$ cat config.mk
export PLATFORM = sky130hd
export DESIGN_NAME = json_string_unescape_unit
export DESIGN_NICKNAME = d
export VERILOG_FILES = /design/src/rtl/jsu_pkg.sv /design/src/rtl/json_string_unescape_unit.sv
export SDC_FILE = /design/constraint.sdc
export NUM_CORES = 1
export LEC_CHECK = 0
export BUFFER_PORTS_ARGS = -buffer_cell sky130_fd_sc_hd__buf_2
export CORE_MARGIN = 10
export CORE_UTILIZATION = 40
export CTS_CLUSTER_DIAMETER = 80
export DETAILED_ROUTE_END_ITERATION = 6
export GPL_TIMING_DRIVEN = 0
export SLEW_MARGIN = 20
export SYNTH_ARGS = -nofsm -noshare
export SYNTH_HDL_FRONTEND = slang
export SYNTH_SLANG_ARGS = --single-unit
$ cat constraint.sdc
create_clock -name i_clk -period 3.8 [get_ports i_clk]
set_clock_uncertainty 0.2 [all_clocks]
set_input_delay 0.19 -clock i_clk [delete_from_list [all_inputs] [get_ports i_clk]]
set_output_delay 0.19 -clock i_clk [all_outputs]
set_load 0.03 [all_outputs]
$ cat src/rtl/jsu_pkg.sv
package jsu_pkg;

    localparam int MAX_RES = 5;
    localparam int CNT_W   = $clog2(MAX_RES + 1);

    typedef struct packed {
        logic [7:0] in_byte;
        logic       end_of_text;
    } t_in;

    typedef struct packed {
        logic [1:0] kind;
        logic [7:0] data_byte;
        logic [3:0] error_code;
        logic       last;
    } t_out;

    localparam logic [1:0] KIND_BYTE  = 2'd0;
    localparam logic [1:0] KIND_END   = 2'd1;
    localparam logic [1:0] KIND_ERROR = 2'd2;

    localparam logic [3:0] ERR_NONE      = 4'd0;
    localparam logic [3:0] ERR_NO_QUOTE  = 4'd1;
    localparam logic [3:0] ERR_CONTROL   = 4'd2;
    localparam logic [3:0] ERR_ESCAPE    = 4'd3;
    localparam logic [3:0] ERR_HEX       = 4'd4;
    localparam logic [3:0] ERR_SURROGATE = 4'd5;
    localparam logic [3:0] ERR_LEAD      = 4'd6;
    localparam logic [3:0] ERR_CONT      = 4'd7;
    localparam logic [3:0] ERR_RANGE     = 4'd8;
    localparam logic [3:0] ERR_TRUNCATED = 4'd9;

    localparam logic [7:0] CH_QUOTE  = 8'h22;
    localparam logic [7:0] CH_BSLASH = 8'h5c;
    localparam logic [7:0] CH_SLASH  = 8'h2f;
    localparam logic [7:0] CH_B      = 8'h62;
    localparam logic [7:0] CH_F      = 8'h66;
    localparam logic [7:0] CH_N      = 8'h6e;
    localparam logic [7:0] CH_R      = 8'h72;
    localparam logic [7:0] CH_T      = 8'h74;
    localparam logic [7:0] CH_U      = 8'h75;
    localparam logic [7:0] CH_SPACE  = 8'h20;

    localparam logic [15:0] HIGH_MIN = 16'hd800;
    localparam logic [15:0] HIGH_MAX = 16'hdbff;
    localparam logic [15:0] LOW_MIN  = 16'hdc00;
    localparam logic [15:0] LOW_MAX  = 16'hdfff;
    localparam logic [20:0] CP_MAX   = 21'h10ffff;
    localparam logic [20:0] CP_SUPP  = 21'h010000;

    typedef struct packed {
        logic [2:0]      num;
        logic [3:0][7:0] b;
    } t_enc;

    function automatic t_out mk_res(logic [1:0] kind, logic [7:0] data, logic [3:0] err);
        t_out r;
        r.kind       = kind;
        r.data_byte  = data;
        r.error_code = err;
        r.last       = 1'b0;
        return r;
    endfunction

    function automatic t_enc utf8_encode(logic [20:0] cp);
        t_enc e;
        e.b = '0;
        if (cp < 21'h80) begin
            e.num  = 3'd1;
            e.b[0] = cp[7:0];
        end else if (cp < 21'h800) begin
            e.num  = 3'd2;
            e.b[0] = {3'b110, cp[10:6]};
            e.b[1] = {2'b10, cp[5:0]};
        end else if (cp < CP_SUPP) begin
            e.num  = 3'd3;
            e.b[0] = {4'b1110, cp[15:12]};
            e.b[1] = {2'b10, cp[11:6]};
            e.b[2] = {2'b10, cp[5:0]};
        end else begin
            e.num  = 3'd4;
            e.b[0] = {5'b11110, cp[20:18]};
            e.b[1] = {2'b10, cp[17:12]};
            e.b[2] = {2'b10, cp[11:6]};
            e.b[3] = {2'b10, cp[5:0]};
        end
        return e;
    endfunction

    // Returns a valid flag above the four bit digit value.
    function automatic logic [4:0] hex_value(logic [7:0] c);
        logic [7:0] d;
        d = 8'h00;
        if (c >= 8'h30 && c <= 8'h39) begin
            d = c - 8'h30;
            return {1'b1, d[3:0]};
        end else if (c >= 8'h61 && c <= 8'h66) begin
            d = c - 8'h57;
            return {1'b1, d[3:0]};
        end else if (c >= 8'h41 && c <= 8'h46) begin
            d = c - 8'h37;
            return {1'b1, d[3:0]};
        end
        return 5'b0;
    endfunction

endpackage

$ cat src/rtl/json_string_unescape_unit.sv
// A byte's first result is registered and offered in the cycle after its acceptance.
// Throughput: one byte per cycle while each byte gives at most one result and the receiver
// keeps up; a byte that gives more than one result blocks the next byte while the result
// register drains one per beat, and a stalled receiver adds its stalls.
// Reset: synchronous and active low; the decoder returns to idle awaiting an opening
// quote and the result register empties.
module json_string_unescape_unit
    import jsu_pkg::*;
(
    input  logic i_clk,
    input  logic i_rst_n,
    input  logic i_valid,
    output logic o_stall,
    input  t_in  i_data,
    output logic o_valid,
    input  logic i_stall,
    output t_out o_data
);

    typedef enum logic [7:0] {
        M_IDLE    = 8'b0000_0001,
        M_BODY    = 8'b0000_0010,
        M_ESC     = 8'b0000_0100,
        M_HEX     = 8'b0000_1000,
        M_WANT_BS = 8'b0001_0000,
        M_WANT_U  = 8'b0010_0000,
        M_LOW_HEX = 8'b0100_0000,
        M_CONT    = 8'b1000_0000
    } t_mode;

    t_mode       r_mode, n_mode;
    logic [20:0] r_cp, n_cp;
    logic [2:0]  r_dl, n_dl;
    logic [9:0]  r_hh, n_hh;
    logic [2:0]  r_sl, n_sl;

    t_out             r_grp [MAX_RES];
    t_out             n_grp [MAX_RES];
    logic [CNT_W-1:0] r_cnt, n_cnt;

    logic             acc, take;
    logic [7:0]       b;
    logic [4:0]       hv;
    logic [15:0]      hcp;
    logic [20:0]      ccp, lo, emit_cp;
    logic [2:0]       ndl;
    logic             s_enc, go_idle, add9;
    logic [2:0]       s_num;
    t_out             s_one;
    t_enc             enc;
    logic [2:0]       idx;

    assign b    = i_data.in_byte;
    assign hv   = hex_value(b);
    assign hcp  = {r_cp[11:0], hv[3:0]};
    assign ccp  = {r_cp[14:0], b[5:0]};
    assign ndl  = r_dl - 3'd1;
    assign lo   = (r_sl == 3'd2) ? 21'h80 : (r_sl == 3'd3) ? 21'h800 : CP_SUPP;

    assign o_valid = (r_cnt != '0);
    assign o_data  = r_grp[0];
    assign o_stall = (r_cnt > CNT_W'(1)) || ((r_cnt == CNT_W'(1)) && i_stall);
    assign acc     = i_valid && !o_stall;
    assign take    = o_valid && !i_stall;

    always_comb begin
        n_mode  = r_mode;
        n_cp    = r_cp;
        n_dl    = r_dl;
        n_hh    = r_hh;
        n_sl    = r_sl;
        s_num   = 3'd0;
        s_enc   = 1'b0;
        s_one   = mk_res(KIND_BYTE, 8'h00, ERR_NONE);
        emit_cp = '0;
        go_idle = 1'b0;
        unique case (r_mode)
            M_IDLE: begin
                if (b == CH_QUOTE) begin
                    n_cp   = '0;
                    n_dl   = '0;
                    n_hh   = '0;
                    n_sl   = '0;
                    n_mode = M_BODY;
                end else begin
                    s_one   = mk_res(KIND_ERROR, 8'h00, ERR_NO_QUOTE);
                    s_num   = 3'd1;
                    go_idle = 1'b1;
                end
            end
            M_BODY: begin
                if (b == CH_QUOTE) begin
                    s_one   = mk_res(KIND_END, 8'h00, ERR_NONE);
                    s_num   = 3'd1;
                    go_idle = 1'b1;
                end else if (b == CH_BSLASH) begin
                    n_mode = M_ESC;
                end else if (b < CH_SPACE) begin
                    s_one   = mk_res(KIND_ERROR, 8'h00, ERR_CONTROL);
                    s_num   = 3'd1;
                    go_idle = 1'b1;
                end else if (b < 8'h80) begin
                    s_one = mk_res(KIND_BYTE, b, ERR_NONE);
                    s_num = 3'd1;
                end else if (b >= 8'hc2 && b <= 8'hdf) begin
                    n_sl   = 3'd2;
                    n_dl   = 3'd1;
                    n_cp   = {16'b0, b[4:0]};
                    n_mode = M_CONT;
                end else if (b >= 8'he0 && b <= 8'hef) begin
                    n_sl   = 3'd3;
                    n_dl   = 3'd2;
                    n_cp   = {17'b0, b[3:0]};
                    n_mode = M_CONT;
                end else if (b >= 8'hf0 && b <= 8'hf4) begin
                    n_sl   = 3'd4;
                    n_dl   = 3'd3;
                    n_cp   = {18'b0, b[2:0]};
                    n_mode = M_CONT;
                end else begin
                    s_one   = mk_res(KIND_ERROR, 8'h00, ERR_LEAD);
                    s_num   = 3'd1;
                    go_idle = 1'b1;
                end
            end
            M_CONT: begin
                if (b[7:6] != 2'b10) begin
                    s_one   = mk_res(KIND_ERROR, 8'h00, ERR_CONT);
                    s_num   = 3'd1;
                    go_idle = 1'b1;
                end else if (ndl != 3'd0) begin
                    n_cp = ccp;
                    n_dl = ndl;
                end else if (ccp < lo || ccp > CP_MAX ||
                             (ccp >= {5'b0, HIGH_MIN} && ccp <= {5'b0, LOW_MAX})) begin
                    s_one   = mk_res(KIND_ERROR, 8'h00, ERR_RANGE);
                    s_num   = 3'd1;
                    go_idle = 1'b1;
                end else begin
                    emit_cp = ccp;
                    s_enc   = 1'b1;
                    n_dl    = ndl;
                    n_cp    = '0;
                    n_sl    = '0;
                    n_mode  = M_BODY;
                end
            end
            M_ESC: begin
                n_mode = M_BODY;
                s_num  = 3'd1;
                unique case (b)
                    CH_QUOTE, CH_BSLASH, CH_SLASH: s_one = mk_res(KIND_BYTE, b, ERR_NONE);
                    CH_B: s_one = mk_res(KIND_BYTE, 8'h08, ERR_NONE);
                    CH_F: s_one = mk_res(KIND_BYTE, 8'h0c, ERR_NONE);
                    CH_N: s_one = mk_res(KIND_BYTE, 8'h0a, ERR_NONE);
                    CH_R: s_one = mk_res(KIND_BYTE, 8'h0d, ERR_NONE);
                    CH_T: s_one = mk_res(KIND_BYTE, 8'h09, ERR_NONE);
                    CH_U: begin
                        s_num  = 3'd0;
                        n_mode = M_HEX;
                        n_dl   = 3'd4;
                        n_cp   = '0;
                    end
                    default: begin
                        s_one   = mk_res(KIND_ERROR, 8'h00, ERR_ESCAPE);
                        go_idle = 1'b1;
                    end
                endcase
            end
            M_HEX, M_LOW_HEX: begin
                if (!hv[4]) begin
                    s_one   = mk_res(KIND_ERROR, 8'h00, ERR_HEX);
                    s_num   = 3'd1;
                    go_idle = 1'b1;
                end else if (ndl != 3'd0) begin
                    n_cp = {5'b0, hcp};
                    n_dl = ndl;
                end else begin
                    n_cp = '0;
                    n_dl = ndl;
                    if (r_mode == M_HEX) begin
                        if (hcp >= HIGH_MIN && hcp <= HIGH_MAX) begin
                            n_hh   = hcp[9:0];
                            n_mode = M_WANT_BS;
                        end else if (hcp >= LOW_MIN && hcp <= LOW_MAX) begin
                            s_one   = mk_res(KIND_ERROR, 8'h00, ERR_SURROGATE);
                            s_num   = 3'd1;
                            go_idle = 1'b1;
                        end else begin
                            emit_cp = {5'b0, hcp};
                            s_enc   = 1'b1;
                            n_mode  = M_BODY;
                        end
                    end else if (hcp < LOW_MIN || hcp > LOW_MAX) begin
                        s_one   = mk_res(KIND_ERROR, 8'h00, ERR_SURROGATE);
                        s_num   = 3'd1;
                        go_idle = 1'b1;
                    end else begin
                        emit_cp = CP_SUPP + {1'b0, r_hh, hcp[9:0]};
                        s_enc   = 1'b1;
                        n_hh    = '0;
                        n_mode  = M_BODY;
                    end
                end
            end
            M_WANT_BS: begin
                if (b == CH_BSLASH) begin
                    n_mode = M_WANT_U;
                end else begin
                    s_one   = mk_res(KIND_ERROR, 8'h00, ERR_SURROGATE);
                    s_num   = 3'd1;
                    go_idle = 1'b1;
                end
            end
            M_WANT_U: begin
                if (b == CH_U) begin
                    n_mode = M_LOW_HEX;
                    n_dl   = 3'd4;
                    n_cp   = '0;
                end else begin
                    s_one   = mk_res(KIND_ERROR, 8'h00, ERR_SURROGATE);
                    s_num   = 3'd1;
                    go_idle = 1'b1;
                end
            end
            default: go_idle = 1'b1;
        endcase
        enc = utf8_encode(emit_cp);
        if (s_enc) begin
            s_num = enc.num;
        end
        if (go_idle) begin
            n_mode = M_IDLE;
            n_cp   = '0;
            n_dl   = '0;
            n_hh   = '0;
            n_sl   = '0;
        end
        add9 = i_data.end_of_text && (n_mode != M_IDLE);
        if (add9) begin
            n_mode = M_IDLE;
            n_cp   = '0;
            n_dl   = '0;
            n_hh   = '0;
            n_sl   = '0;
        end
        n_cnt = CNT_W'(s_num) + CNT_W'(add9);
    end

    always_comb begin
        idx = 3'd0;
        for (int i = 0; i < MAX_RES; i++) begin
            idx = 3'(i);
            if (idx < s_num) begin
                n_grp[i] = s_enc ? mk_res(KIND_BYTE, enc.b[idx[1:0]], ERR_NONE) : s_one;
            end else if (idx == s_num && add9) begin
                n_grp[i] = mk_res(KIND_ERROR, 8'h00, ERR_TRUNCATED);
            end else begin
                n_grp[i] = mk_res(KIND_BYTE, 8'h00, ERR_NONE);
            end
            n_grp[i].last = (CNT_W'(idx) + CNT_W'(1) == n_cnt);
        end
    end

    always_ff @(posedge i_clk) begin
        if (!i_rst_n) begin
            r_mode <= M_IDLE;
            r_cp   <= '0;
            r_dl   <= '0;
            r_hh   <= '0;
            r_sl   <= '0;
            r_cnt  <= '0;
        end else if (acc) begin
            r_mode <= n_mode;
            r_cp   <= n_cp;
            r_dl   <= n_dl;
            r_hh   <= n_hh;
            r_sl   <= n_sl;
            r_cnt  <= n_cnt;
        end else if (take) begin
            r_cnt <= r_cnt - CNT_W'(1);
        end
    end

    always_ff @(posedge i_clk) begin
        if (acc) begin
            r_grp <= n_grp;
        end else if (take) begin
            for (int i = 0; i < MAX_RES - 1; i++) begin
                r_grp[i] <= r_grp[i + 1];
            end
        end
    end

endmodule

# Word level (Yosys, flattened, before mapping)

Cells that the tools add are included.
Widths: inputs -> output; s select.

Order comparisons: 33
Reductions and logical operators: 38
Eq/ne operators: 46
Multiplexer cells: 197
Add/sub/neg operators: 7

Operators by type and width:

| cell                   | number |
|---|---|
| $mux 15                | 49 |
| $pmux 15 s7            | 2 |
| $mux 8                 | 23 |
| $mux 21                | 7 |
| $mux 60                | 2 |
| $mux 3                 | 36 |
| $mux 10                | 8 |
| $pmux 15 s5            | 1 |
| $eq 8x7->1 const B     | 8 |
| $mux 16                | 4 |
| $pmux 8 s7             | 1 |
| $mux 1                 | 48 |
| $pmux 21 s2            | 1 |
| $ne 4x4->1 const B     | 10 |
| $mux 17                | 2 |
| $ge 16x16->1 const B   | 2 |
| $le 16x16->1 const B   | 2 |
| $eq 8x6->1 const B     | 3 |
| $ge 8x8->1 const B     | 3 |
| $le 8x8->1 const B     | 3 |
| $mux 24                | 1 |
| $mux 22                | 1 |
| $add 17x20->21 const A | 1 |
| $ge 21x16->1 const B   | 1 |
| 61 further kinds       | 102 |

Input bits: 13
Output and inout port bits: 17
Flip-flop bits (word level): 117
Word-level logic and storage cells: 347

# Depth between registers and ports, before layout

Gate-level depths: netlist of run 1.

Depth after elaboration: 24
Depth in mapped cells: 17
Depth with buffers taken out: 16

# Worst setup path after synthesis of run 1

No wires, ideal clock.

Path kind: input to register
Start: input port i_data[2] (netlist name)
End: register r_grp[45] (netlist name), data pin
Stages: 15
Data required time: 3.431 ns
Slack: -0.019 ns
Setup time: 0.169 ns
Buffers on the path: 1
Data arrival time: 3.450 ns
Cells stage by stage: clkbuf_1 -> inv_1 -> ha_1 -> o21bai_1 -> a2111oi_4 -> nor3_1 -> or3_1 -> or4_1 -> a21oi_2 -> inv_2 -> ha_1 -> ha_1 -> xnor2_1 -> nand2_1 -> o31ai_1

Longest elaborated chain between the ends: 22
Elaborated cells between the ends (all ways): 152
Those cells by class: add/sub: 5; order compare: 27; eq/ne: 11; mux: 95; reduce/logical: 14

Ends and longest elaborated chain:

| item                                         | line                             | text |
|---|---|---|
| start: declaration                           | json_string_unescape_unit.sv:14  | `input t_in i_data,` |
| $ge 8x7->1 or $le 8x7->1 (tied branches)     | jsu_pkg.sv:100                   | `end else if (c >= 8'h41 && c <= 8'h46) begin` |
| $logic_and 1x1->1                            | jsu_pkg.sv:100                   |  |
| $mux 1                                       | jsu_pkg.sv:100                   |  |
| $mux 1                                       | jsu_pkg.sv:97                    | `end else if (c >= 8'h61 && c <= 8'h66) begin` |
| $mux 1                                       | jsu_pkg.sv:94                    | `if (c >= 8'h30 && c <= 8'h39) begin` |
| $mux 5                                       | jsu_pkg.sv:104                   | `return 5'b0;` |
| $ge 16x16->1 or $le 16x16->1 (tied branches) | json_string_unescape_unit.sv:185 | `end else if (hcp >= LOW_MIN && hcp <= LOW_MAX) begin` |
| $logic_and 1x1->1                            | json_string_unescape_unit.sv:185 |  |
| [6 not listed]                               | n/a                              |  |
| $lt 21x17->1                                 | jsu_pkg.sv:75                    | `end else if (cp < CP_SUPP) begin` |
| $mux 3                                       | jsu_pkg.sv:75                    |  |
| $mux 3                                       | jsu_pkg.sv:71                    | `end else if (cp < 21'h800) begin` |
| $mux 3                                       | jsu_pkg.sv:68                    | `if (cp < 21'h80) begin` |
| $mux 3                                       | json_string_unescape_unit.sv:229 | `if (s_enc) begin` |
| $add 3x1->3 *                                | json_string_unescape_unit.sv:247 | `n_cnt = CNT_W'(s_num) + CNT_W'(add9);` |
| $eq 2x3->1 *                                 | json_string_unescape_unit.sv:261 | `n_grp[i].last = (CNT_W'(idx) + CNT_W'(1) == n_cnt);` |
| $mux 60 *                                    | json_string_unescape_unit.sv:286 | `if (acc) begin` |
| end signal: assignment                       | json_string_unescape_unit.sv:287 | `r_grp <= n_grp;` |
| end signal: indexed assignment               | json_string_unescape_unit.sv:290 | `r_grp[i] <= r_grp[i + 1];` |
| end: declaration                             | json_string_unescape_unit.sv:37  | `t_out r_grp [MAX_RES];` |

Every way passes the cells marked *; elsewhere a longest branch is shown, timed or not. The select of a mux whose other input is x is not followed.
A chain may end at the register's enable or synchronous reset.

# Final worst setup path of run 1

Start: input port i_data[6] (netlist name)
End: register r_grp (netlist bit o_data[0]), data pin

Longest elaborated chain between the ends: 22
Elaborated cells between the ends (all ways): 148
Those cells by class: add/sub: 2; order compare: 27; eq/ne: 11; mux: 94; reduce/logical: 14

Ends and longest elaborated chain:

| item                                         | line |
|---|---|
| $ge 8x7->1 or $le 8x7->1 (tied branches)     | jsu_pkg.sv:100 |
| $logic_and 1x1->1                            | jsu_pkg.sv:100 |
| $mux 1                                       | jsu_pkg.sv:100 |
| $mux 1                                       | jsu_pkg.sv:97 |
| $mux 1                                       | jsu_pkg.sv:94 |
| $mux 5                                       | jsu_pkg.sv:104 |
| $ge 16x16->1 or $le 16x16->1 (tied branches) | json_string_unescape_unit.sv:185 |
| $logic_and 1x1->1                            | json_string_unescape_unit.sv:185 |
| [6 not listed]                               | n/a |
| $lt 21x17->1                                 | jsu_pkg.sv:75 |
| $mux 3                                       | jsu_pkg.sv:75 |
| $mux 3                                       | jsu_pkg.sv:71 |
| $mux 3                                       | jsu_pkg.sv:68 |
| $mux 3                                       | json_string_unescape_unit.sv:229 |
| $add 3x1->3 *                                | json_string_unescape_unit.sv:247 |
| $eq 1x3->1 *                                 | json_string_unescape_unit.sv:261 |
| $mux 60 *                                    | json_string_unescape_unit.sv:286 |

Every way passes the cells marked *; elsewhere a longest branch is shown, timed or not.

==> results of run 1 <==
[what timing repair did]
item / CTS / global route
cloned: 0 / 1
setup buffers: 8 / 5
endpoints found under the setup margin: 62 / 51
pin swaps: 9 / 14
hold endpoints to repair: 1 / 0
resized for setup: 33 / 55
hold buffers: 1 / 0
[cell type report]
| type | count | area share, % |
|---|---|---|
| multi-input combinational | 642 | 47.4 |
| sequential | 117 | 34.8 |
| clock buffer | 17 | 4.77 |
| buffer | 70 | 4.56 |
| tap | 229 | 3.21 |
| timing repair buffer | 42 | 3.07 |
| clock inverter | 14 | 1.43 |
| inverter | 17 | 0.715 |
| antenna | 1 | 0.0281 |
[state kept, by name, indices dropped and copies added (netlist names)]
name,flops
r_grp,60
o_data,15
r_cp,15
r_hh,10
r_mode,8
r_cnt,3
r_dl,3
r_sl,3
[kinds of logic (layout without fill, tap and decap cells)]
kind of cell	after synthesis	count (layout)	share of synthesized area [%]
adder cells (fa/ha/maj)	15	15	2.51
buffers and inverters	99	160	6.38
XOR/XNOR	12	12	1.40
AND/OR/NAND/NOR	342	342	23.9
other	1	12	0.0501
multiplexers	18	18	2.40
AO/OA/AOI/OAI	243	244	22.1
flip-flops	117	117	41.3
[layout by cell type, fill, tap and decap left out, types with 11 or more instances in the layout]
| cell type | synthesis | final |
|---|---|---|
| nand2b_1 | 15 | 14 |
| conb_1 | 1 | 11 |
| o21ai_0 | 56 | 55 |
| edfxtp_1 | 75 | 75 |
| ha_1 | 15 | 12 |
| dfxtp_1 | 42 | 34 |
| mux2i_1 | 18 | 17 |
| nor3_1 | 11 | 11 |
| nand2_1 | 112 | 108 |
| clkbuf_1 | 41 | 20 |
| a22oi_1 | 24 | 24 |
| nand4_1 | 13 | 13 |
| a21o_1 | 15 | 15 |
| nand3_1 | 42 | 40 |
| o31ai_1 | 20 | 20 |
| clkbuf_16 | 0 | 17 |
| buf_2 | 19 | 41 |
| nor2b_1 | 11 | 11 |
| and2_1 | 20 | 18 |
| a21oi_1 | 47 | 42 |
| nor2_1 | 52 | 48 |
| buf_4 | 18 | 35 |
| inv_1 | 16 | 15 |
[how the worst max path moves through the flow]
stage,to,startpoint,depth (start not counted)
2_1_floorplan,o_data[0]$_DFFE_PP_,i_data[2],15
3_3_place_gp,o_data[7]$_DFFE_PP_,r_cnt[1]$_SDFFE_PN0P_,7
4_1_cts,r_grp[15]$_DFFE_PP_,r_mode[5]$_SDFFE_PN0P_,15
3_5_place_dp,r_grp[45]$_DFFE_PP_,i_data[2],16
6_report,o_data[0]$_DFFE_PP_,i_data[6],14
5_1_grt,o_data[0]$_DFFE_PP_,r_cp[7]$_SDFFE_PN0P_,13
[per-layer routing]
metal,vias to the layer above,global-route usage (%)
li1,3253,-
met1,3263,25.5
met2,306,28.6
met3,64,3.54
met4,0,9.84
met5,-,0
[through the flow]
step                      area [um^2]  setup TNS [ns]
after floorplan                  7540               0
after global placement           7960          -68.77
after detailed placement         8000          -20.25
after CTS                        8720               0
after global routing             8920        -0.00460
final                            8920               0
[critical path, delay by kind of cell]
kind,cells,cell delay (ns)
AND/OR/NAND/NOR,6,1.53
buffers and inverters,3,0.78
AO/OA/AOI/OAI,3,0.74
adder cells (fa/ha/maj),2,0.48
[power by group]
group | switching, uW | total, uW | internal [uW]
Clock | 637 | 1530 | 898
Combinational | 1190 | 1810 | 626
Sequential | 121 | 2080 | 1960
Total | 1950 | 5430 | 3480
==> results.cfg, run 1 <==
[critical_path]
worstPathArrival_ns = 3.73
reg2reg_depth = 15
cp.required_ns = 3.78
r2r-end = o_data[0]$_DFFE_PP_
cp-start-kind = input pin
crit_chain = buf_2 -> clkbuf_1 -> and2b_1 -> nand3b_1 -> a41o_1 -> or2_4 -> or4_4 -> a21oi_4 -> inv_2 -> ha_2 -> ha_4 -> nand2b_4 -> nor2_1 -> a22o_1
critPathCaptureType = register
worst-path-max-fanout = 10
r2r_slack_ns = 0.10
slowest_delay_ns = 0.58
reg2reg_from = r_mode[3]$_SDFFE_PN0P_
crit_type = in2reg
critical-path-slowest-cell = or4_4

[cts]
cts_tree = done
htreeDepth = 4
cts_root_buf = clkbuf_16
clk_latency_ns = 0.43
cts-buffers-inserted = 17
cts_buffer_depth = 2
clock_sinks = 117
path_clk_slew_ns = 0.06

[global_routing]
grt_pass1_vias = 6570
grt_pass1_wl_mm = 36.6
grt_max_degree = 53
antenna_found_initial = 1
grt_usage_pct = 19.0
grt-ovfl-total = 0

[routing]
detail-route-antenna-nets = 0
drt_iter0_markers = 684
wl_met3_mm = 1.80
wl_per_cell_um = 20.5
wl_mm = 23.6
vias = 6886
wl_met2_mm = 10.3
drtPass1Iterations = 6
top_layer = met4
avgViaCountPerCell = 5.99
met1Wirelength_mm = 10.6
remaining_drc_errors = 0

[power_and_ir_drop]
p_leak_uw = 0.00342
irDropWorstVdd_uv = 328
power.density_nw_per_um2 = 608
power_uw = 5430

[worst_hold_path]
holdPathEnd = r_cp[0]$_SDFFE_PN0P_
whs_path_depth = 3
hp-start = i_data[1]
hp-class = in2reg

[synth]
yosys_warnings = 0
synth_ff_type = edfxtp_1
yosysSeqAreaShare_pct = 41.3
synth.top_cell.area_share_pct = 30.1
synth_most_common_cell = nand2_1
yosys.area.top_type = edfxtp_1
netlist_area_um2 = 7490
syn_avg_cell_area_um2 = 8.85
synthTopCellsByCount = nand2_1, edfxtp_1, o21ai_0
synth.area.top_cells = edfxtp_1, dfxtp_1, nand2_1
syn_inst = 847
synthArstFlopShare_pct = 0
synth_cell_types = 86
ys_seq_elements = 117
synth_edf_count = 75

[outcome]
status = complete, no violations

[final_layout]
seq_area_um2 = 3110
nNetsFinal = 935
final_core_util_pct = 49.0
drive_above_1_share_pct = 21.1
area_growth_pct = 19.0
multi_input_area_um2 = 4220
finalNonFillerCells = 1149
nFillCells = 1757

[sta]
holdWs_ns = 0.0685
slew_violations = 0
period_needed_ns = 3.74
timing.final.ws_setup_ns = 0.0582
worst_pin_slew_ns = 0.739
final-setup-viol-count = 0
finalHoldViolations = 0
fin_crit_sh_pct = 98.5
slew_headroom_pct = 50.3
maxClockFrequency_mhz = 267

[placed_design]
hpwl_mm = 16.8
place.gp.congestion = 0.950
place_inst = 1114
io_buffers = 27
preCtsSetupSlack_ns = -0.824

[floorplanning]
fp.dieH_um = 157
coreArea_um2 = 18200
rows = 49
io_pins = 30
die_area_um2 = 24600
die_w_um = 157
initial_utilization_pct = 41.1

[run]
cap_viol_max_count = 0
Note: power is estimated with default switching activity, not from simulation.
==> run 2: changes to the inputs <==
--- a/config.mk
+++ b/config.mk
@@ -10,7 +10,7 @@
 export CORE_UTILIZATION = 40
 export CTS_CLUSTER_DIAMETER = 80
 export DETAILED_ROUTE_END_ITERATION = 6
-export GPL_TIMING_DRIVEN = 0
+export GPL_TIMING_DRIVEN = 1
 export SLEW_MARGIN = 20
 export SYNTH_ARGS = -nofsm -noshare
 export SYNTH_HDL_FRONTEND = slang
==> run 2 against run 1 <==
- cell area grew 3.4%
- critical path type is now reg2reg
- flip-flop and latch count is the same
- die area is the same
- utilization grew 1.6 points
- clock power is essentially flat
- count of clock-buffer cells in the layout grew 2
- wire length grew 1.3%
- combinational power shrank 8%
- sequential power is essentially flat
- first-iteration DRC count grew 17%
- critical path depth shrank 1
==> results.cfg, run 2 (synthesis results as in run 1) <==
[power_and_ir_drop]
power.density_nw_per_um2 = 574
irDropWorstVdd_uv = 375
p_leak_uw = 0.00371

[floorplanning]
rows = 49
die_area_um2 = 24600
die_w_um = 157
io_pins = 30
initial_utilization_pct = 41.1
fp.dieH_um = 157
coreArea_um2 = 18200

[worst_hold_path]
hp-start = i_data[6]
hp-class = in2reg
holdPathEnd = r_cp[5]$_SDFFE_PN0P_
whs_path_depth = 3

[cts]
cts-buffers-inserted = 17
clock_sinks = 117
cts_buffer_depth = 2
htreeDepth = 4
cts_root_buf = clkbuf_16
path_clk_slew_ns = 0.06
cts_tree = done
clk_latency_ns = 0.42

[sta]
worst_pin_slew_ns = 0.782
fin_crit_sh_pct = 97.6
slew_violations = 0
slew_headroom_pct = 47.9
maxClockFrequency_mhz = 270
final-setup-viol-count = 0
period_needed_ns = 3.71
timing.final.ws_setup_ns = 0.0922
finalHoldViolations = 0

[routing]
wl_per_cell_um = 20.1
drt_iter0_markers = 799
vias = 6927
remaining_drc_errors = 0
avgViaCountPerCell = 5.82
wl_mm = 23.9
drtPass1Iterations = 5
detail-route-antenna-nets = 0

[global_routing]
use_met1_pct = 25.9
grt_pass1_vias = 6649
antenna_found_initial = 0
grt_pass1_wl_mm = 37.2
met2_usage_pct = 29.2
grt_max_degree = 61
grtUsageMet3_pct = 4.74
top_usage_layer = met2
grt_usage_pct = 19.3
grt-ovfl-total = 0

[critical_path]
r2r_slack_ns = 0.09
worstPathArrival_ns = 3.75
cp-start-kind = register
r2r-end = r_grp[45]$_DFFE_PP_
reg2reg_from = r_mode[0]$_SDFFE_PN1P_
worst-path-max-fanout = 12
crit_type = reg2reg
critPathCaptureType = register
reg2reg_depth = 13
cp.required_ns = 3.84

[final_layout]
nNetsFinal = 976
top_register = r_grp
drive_above_1_share_pct = 23.9
antenna_cells = 0
final_core_util_pct = 50.6
layout_commonest_cell = buf_4
largest_reg_flops = 60
area_growth_pct = 23.0
layout_common_cells = buf_4, nand2_1, edfxtp_1

[placed_design]
io_buffers = 29
preCtsSetupSlack_ns = -0.104
place.gp.congestion = 1.00
hpwl_mm = 17.4

[run]
cap_viol_max_count = 0

[outcome]
status = complete, no violations
run 2: cell count changes in the layout (fill, tap and decap cells not counted), moves of 5 or more:
| cell | previous run | this run |
|---|---|---|
| buf_4 | 35 | 118 |
| clkbuf_1 | 20 | 2 |
| clkbuf_2 | 5 | 0 |
| buf_2 | 41 | 29 |
run 2: layer usage:
metal / vias to the layer above / routed length [um] / share of wire (%)
li1: 3324 / - / -
met1: 3319 / 11100 / 46
met2: 250 / 10700 / 45
met3: 34 / 1550 / 6.5
met4: 0 / 538 / 2.3
met5: - / 0 / 0
run 2: stage by stage:
| stage | std cells | total power [uW] | TNS [ns] | cell area [um^2] | hold slack (ns) |
|---|---|---|---|---|---|
| 2_1_floorplan | 857 | 3300 | 0 | 7540 | 0.194 |
| 3_3_place_gp | 1152 | 3720 | 0 | 8490 | 0.250 |
| 3_5_place_dp | 1152 | 3740 | -0.315 | 8490 | 0.258 |
| 4_1_cts | 1186 | 5320 | 0 | 9080 | 0.0887 |
| 5_1_grt | 1190 | 5570 | -0.0112 | 9220 | 0.115 |
| 6_report | 1190 | 5290 | 0 | 9220 | 0.102 |
run 2: worst max-delay path, stage by stage (launching register included):
cell     delay [ns]
dfxtp_1        0.34
or4b_2         0.73
nor2_1         0.14
and3_1         0.26
and4b_4        0.34
buf_12         0.15
nor2_2         0.04
o21a_2         0.21
a21oi_1        0.22
buf_4          0.16
ha_1           0.18
xnor2_2        0.16
nand2_1        0.13
o31ai_1        0.26
run 2: repair_timing:
| item | in CTS | in global routing |
|---|---|---|
| gates resized for setup | 0 | 25 |
| setup buffers | 0 | 3 |
| endpoints found under the hold margin | 3 | 0 |
| setup endpoints to repair | 0 | 11 |
| hold buffers | 2 | 0 |
run 2: worst max path at each step:
| stage | from | endpoint | slack [ns] | cells after the start |
|---|---|---|---|---|
| 6_report | r_mode[0]$_SDFFE_PN1P_ | r_grp[45]$_DFFE_PP_ | 0.09 | 13 |
| 5_1_grt | r_cp[11]$_SDFFE_PN0P_ | r_grp[45]$_DFFE_PP_ | -0.01 | 13 |
| 4_1_cts | r_sl[2]$_SDFFE_PN0P_ | r_grp[45]$_DFFE_PP_ | 0.06 | 16 |
| 3_5_place_dp | i_data[1] | r_grp[45]$_DFFE_PP_ | -0.10 | 15 |
| 3_3_place_gp | i_data[1] | o_data[0]$_DFFE_PP_ | 0.06 | 15 |
| 2_1_floorplan | i_data[2] | o_data[0]$_DFFE_PP_ | 0.04 | 15 |
run 2: layout make-up:
class,instances,area (um^2)
inverter,17,63.8
multi-input combinational,641,4060
fill,1716,8990
clock inverter,13,133
tap,229,287
sequential,117,3100
clock buffer,19,433
timing repair buffer,154,1150
run 2: power by group:
group	leakage, uW	switching (uW)	total (uW)	internal (uW)
sequential	0.00109	113	2070	1960
combinational	0.00236	1110	1660	550
clock	0.000261	602	1560	960
==> run 3: changes to the inputs <==
--- a/config.mk
+++ b/config.mk
@@ -7,7 +7,7 @@
 export LEC_CHECK = 0
 export BUFFER_PORTS_ARGS = -buffer_cell sky130_fd_sc_hd__buf_2
 export CORE_MARGIN = 10
-export CORE_UTILIZATION = 40
+export CORE_UTILIZATION = 29
 export CTS_CLUSTER_DIAMETER = 80
 export DETAILED_ROUTE_END_ITERATION = 6
 export GPL_TIMING_DRIVEN = 1
==> run 3 against run 2 <==
- largest cell class unchanged
- count of clock-buffer cells in the layout up 2
- sequential share of layout area up 0.20 points
- fmax down 0.96%
- sequential power about the same
- register-to-register slack got worse by 0.04 ns
- critical path type unchanged
- global-route usage down 5.5 points
- worst setup slack worse by 0.036 ns
- flip-flop and latch count unchanged
- clock power rose by 8%
==> results.cfg, run 3 (synthesis results as in run 1) <==
[power_and_ir_drop]
power.density_nw_per_um2 = 591
irDropWorstVdd_uv = 456
p_leak_uw = 0.00359
power_uw = 5410

[critical_path]
cp_num_cells = 11
r2r-end = r_grp[15]$_DFFE_PP_
r2r_slack_ns = 0.06
slowest_delay_ns = 0.79
worstPathArrival_ns = 3.77
crit_family = compound AO/OA/AOI/OAI gates
path_buf_inv = 1
worst-path-max-fanout = 8
reg2reg_depth = 11
critical-path-slowest-cell = or4b_2
crit_type = reg2reg
cp.required_ns = 3.82
crit_end = r_grp[15]$_DFFE_PP_
crit_start = r_mode[4]$_SDFFE_PN0P_
critPathCaptureType = register
cp-start-kind = register
reg2reg_from = r_mode[4]$_SDFFE_PN0P_
crit_chain = or4b_2 -> a211oi_4 -> a21o_1 -> and2_1 -> nor2_1 -> o21a_2 -> a21oi_1 -> ha_4 -> xnor2_2 -> buf_4 -> o41ai_1

[final_layout]
drive_above_1_share_pct = 21.7
nNetsFinal = 951
largest_reg_flops = 60
top_register = r_grp
area_growth_pct = 22.3
final_area_um2 = 9160
nFillCells = 2560
layout_commonest_cell = nand2_1
finalNonFillerCells = 1267
final_core_util_pct = 36.2
layout_common_cells = nand2_1, buf_4, edfxtp_1

[routing]
drtPass1Iterations = 7
detail-route-antenna-nets = 0
vias = 6866
avgViaCountPerCell = 5.42
wl_per_cell_um = 18.3
wl_mm = 23.2
drt_iter0_markers = 686
remaining_drc_errors = 0

[global_routing]
grt_usage_pct = 13.8
grt-ovfl-total = 0
grt_pass1_vias = 6546
grt_pass1_wl_mm = 36.7
grt_max_degree = 68
antenna_found_initial = 2

[placed_design]
place_inst = 1228
io_buffers = 29
place_area_um2 = 8450
hpwl_mm = 16.8
place.gp.congestion = 0.934

[floorplanning]
die_area_um2 = 32700
fp.dieH_um = 181
coreArea_um2 = 25300
rows = 58
initial_utilization_pct = 29.6
die_w_um = 181
io_pins = 30

[cts]
clock_sinks = 117
cts_root_buf = clkbuf_16
cts_buffer_depth = 2
htreeDepth = 4
path_clk_slew_ns = 0.06
cts_tree = done
cts-buffers-inserted = 17
clk_latency_ns = 0.43

[sta]
period_needed_ns = 3.74
fin_crit_sh_pct = 98.5
maxClockFrequency_mhz = 267
slew_headroom_pct = 38.0
slew_violations = 0
final-setup-viol-count = 0
finalHoldViolations = 0
worst_pin_slew_ns = 0.926

[worst_hold_path]
hp-class = in2reg

[outcome]
status = complete, no violations

[run]
cap_viol_max_count = 0
==> run 3: metal layers <==
metal | vias to the layer above | wire length (um) | GRT usage (%)
li1 | 3266 | - | -
met1 | 3302 | 10300 | 18.5
met2 | 255 | 10700 | 20.7
met3 | 41 | 1730 | 3.50
met4 | 2 | 433 | 5.25
met5 | - | 20 | 0
==> run 3: power by group <==
part	internal, uW	switching (uW)
Sequential	1960	118
Combinational	547	1100
Clock	1070	620
Total	3570	1840
==> run 3: layout make-up <==
class | count | area, um^2 | share of cell area (%)
Clock inverter | 11 | 149 | 1.63
Timing Repair Buffer | 129 | 952 | 10.4
Antenna cell | 1 | 2.50 | 0.0273
Sequential cell | 117 | 3100 | 33.8
Tap cell | 330 | 413 | 4.51
Inverter | 17 | 63.8 | 0.697
Multi-Input combinational cell | 641 | 4020 | 43.9
Clock buffer | 21 | 460 | 5.03
==> run 3: worst min path at each step <==
| stage | startpoint | cells past startpoint | to | slack, ns |
|---|---|---|---|---|
| floorplan | i_data[0] | 3 | r_mode[5]$_SDFFE_PN0P_ | 0.19 |
| global placement | r_sl[1]$_SDFFE_PN0P_ | 2 | r_sl[1]$_SDFFE_PN0P_ | 0.25 |
| detailed placement | r_sl[2]$_SDFFE_PN0P_ | 2 | r_sl[2]$_SDFFE_PN0P_ | 0.25 |
| CTS | i_data[2] | 3 | r_cp[1]$_SDFFE_PN0P_ | 0.05 |
| global route | i_data[2] | 3 | r_cp[1]$_SDFFE_PN0P_ | 0.07 |
| finish | i_data[2] | 3 | r_cp[1]$_SDFFE_PN0P_ | 0.05 |
==> run 3: worst min-delay path: stages <==
cell,delay (ns)
buf_2,0.15
a21oi_1,0.20
o31ai_1,0.08
==> run 3: per-stage QoR <==
| stage | setup slack [ns] | hold slack [ns] | TNS [ns] |
|---|---|---|---|
| after CTS | 0.0189 | 0.0504 | 0 |
| after global placement | 0.0910 | 0.250 | 0 |
| after detailed placement | -0.0896 | 0.255 | -0.122 |
| after floorplan | 0.0439 | 0.194 | 0 |
| after global routing | -0.0210 | 0.0698 | -0.0229 |
| final | 0.0562 | 0.0500 | 0 |
==> run 3: timing repair <==
action | in CTS | in global routing
setup endpoints to repair | 0 | 15
endpoints found under the hold margin | 1 | 0
buffers inserted | 0 | 5
resized for setup | 0 | 16
hold buffers | 1 | 0
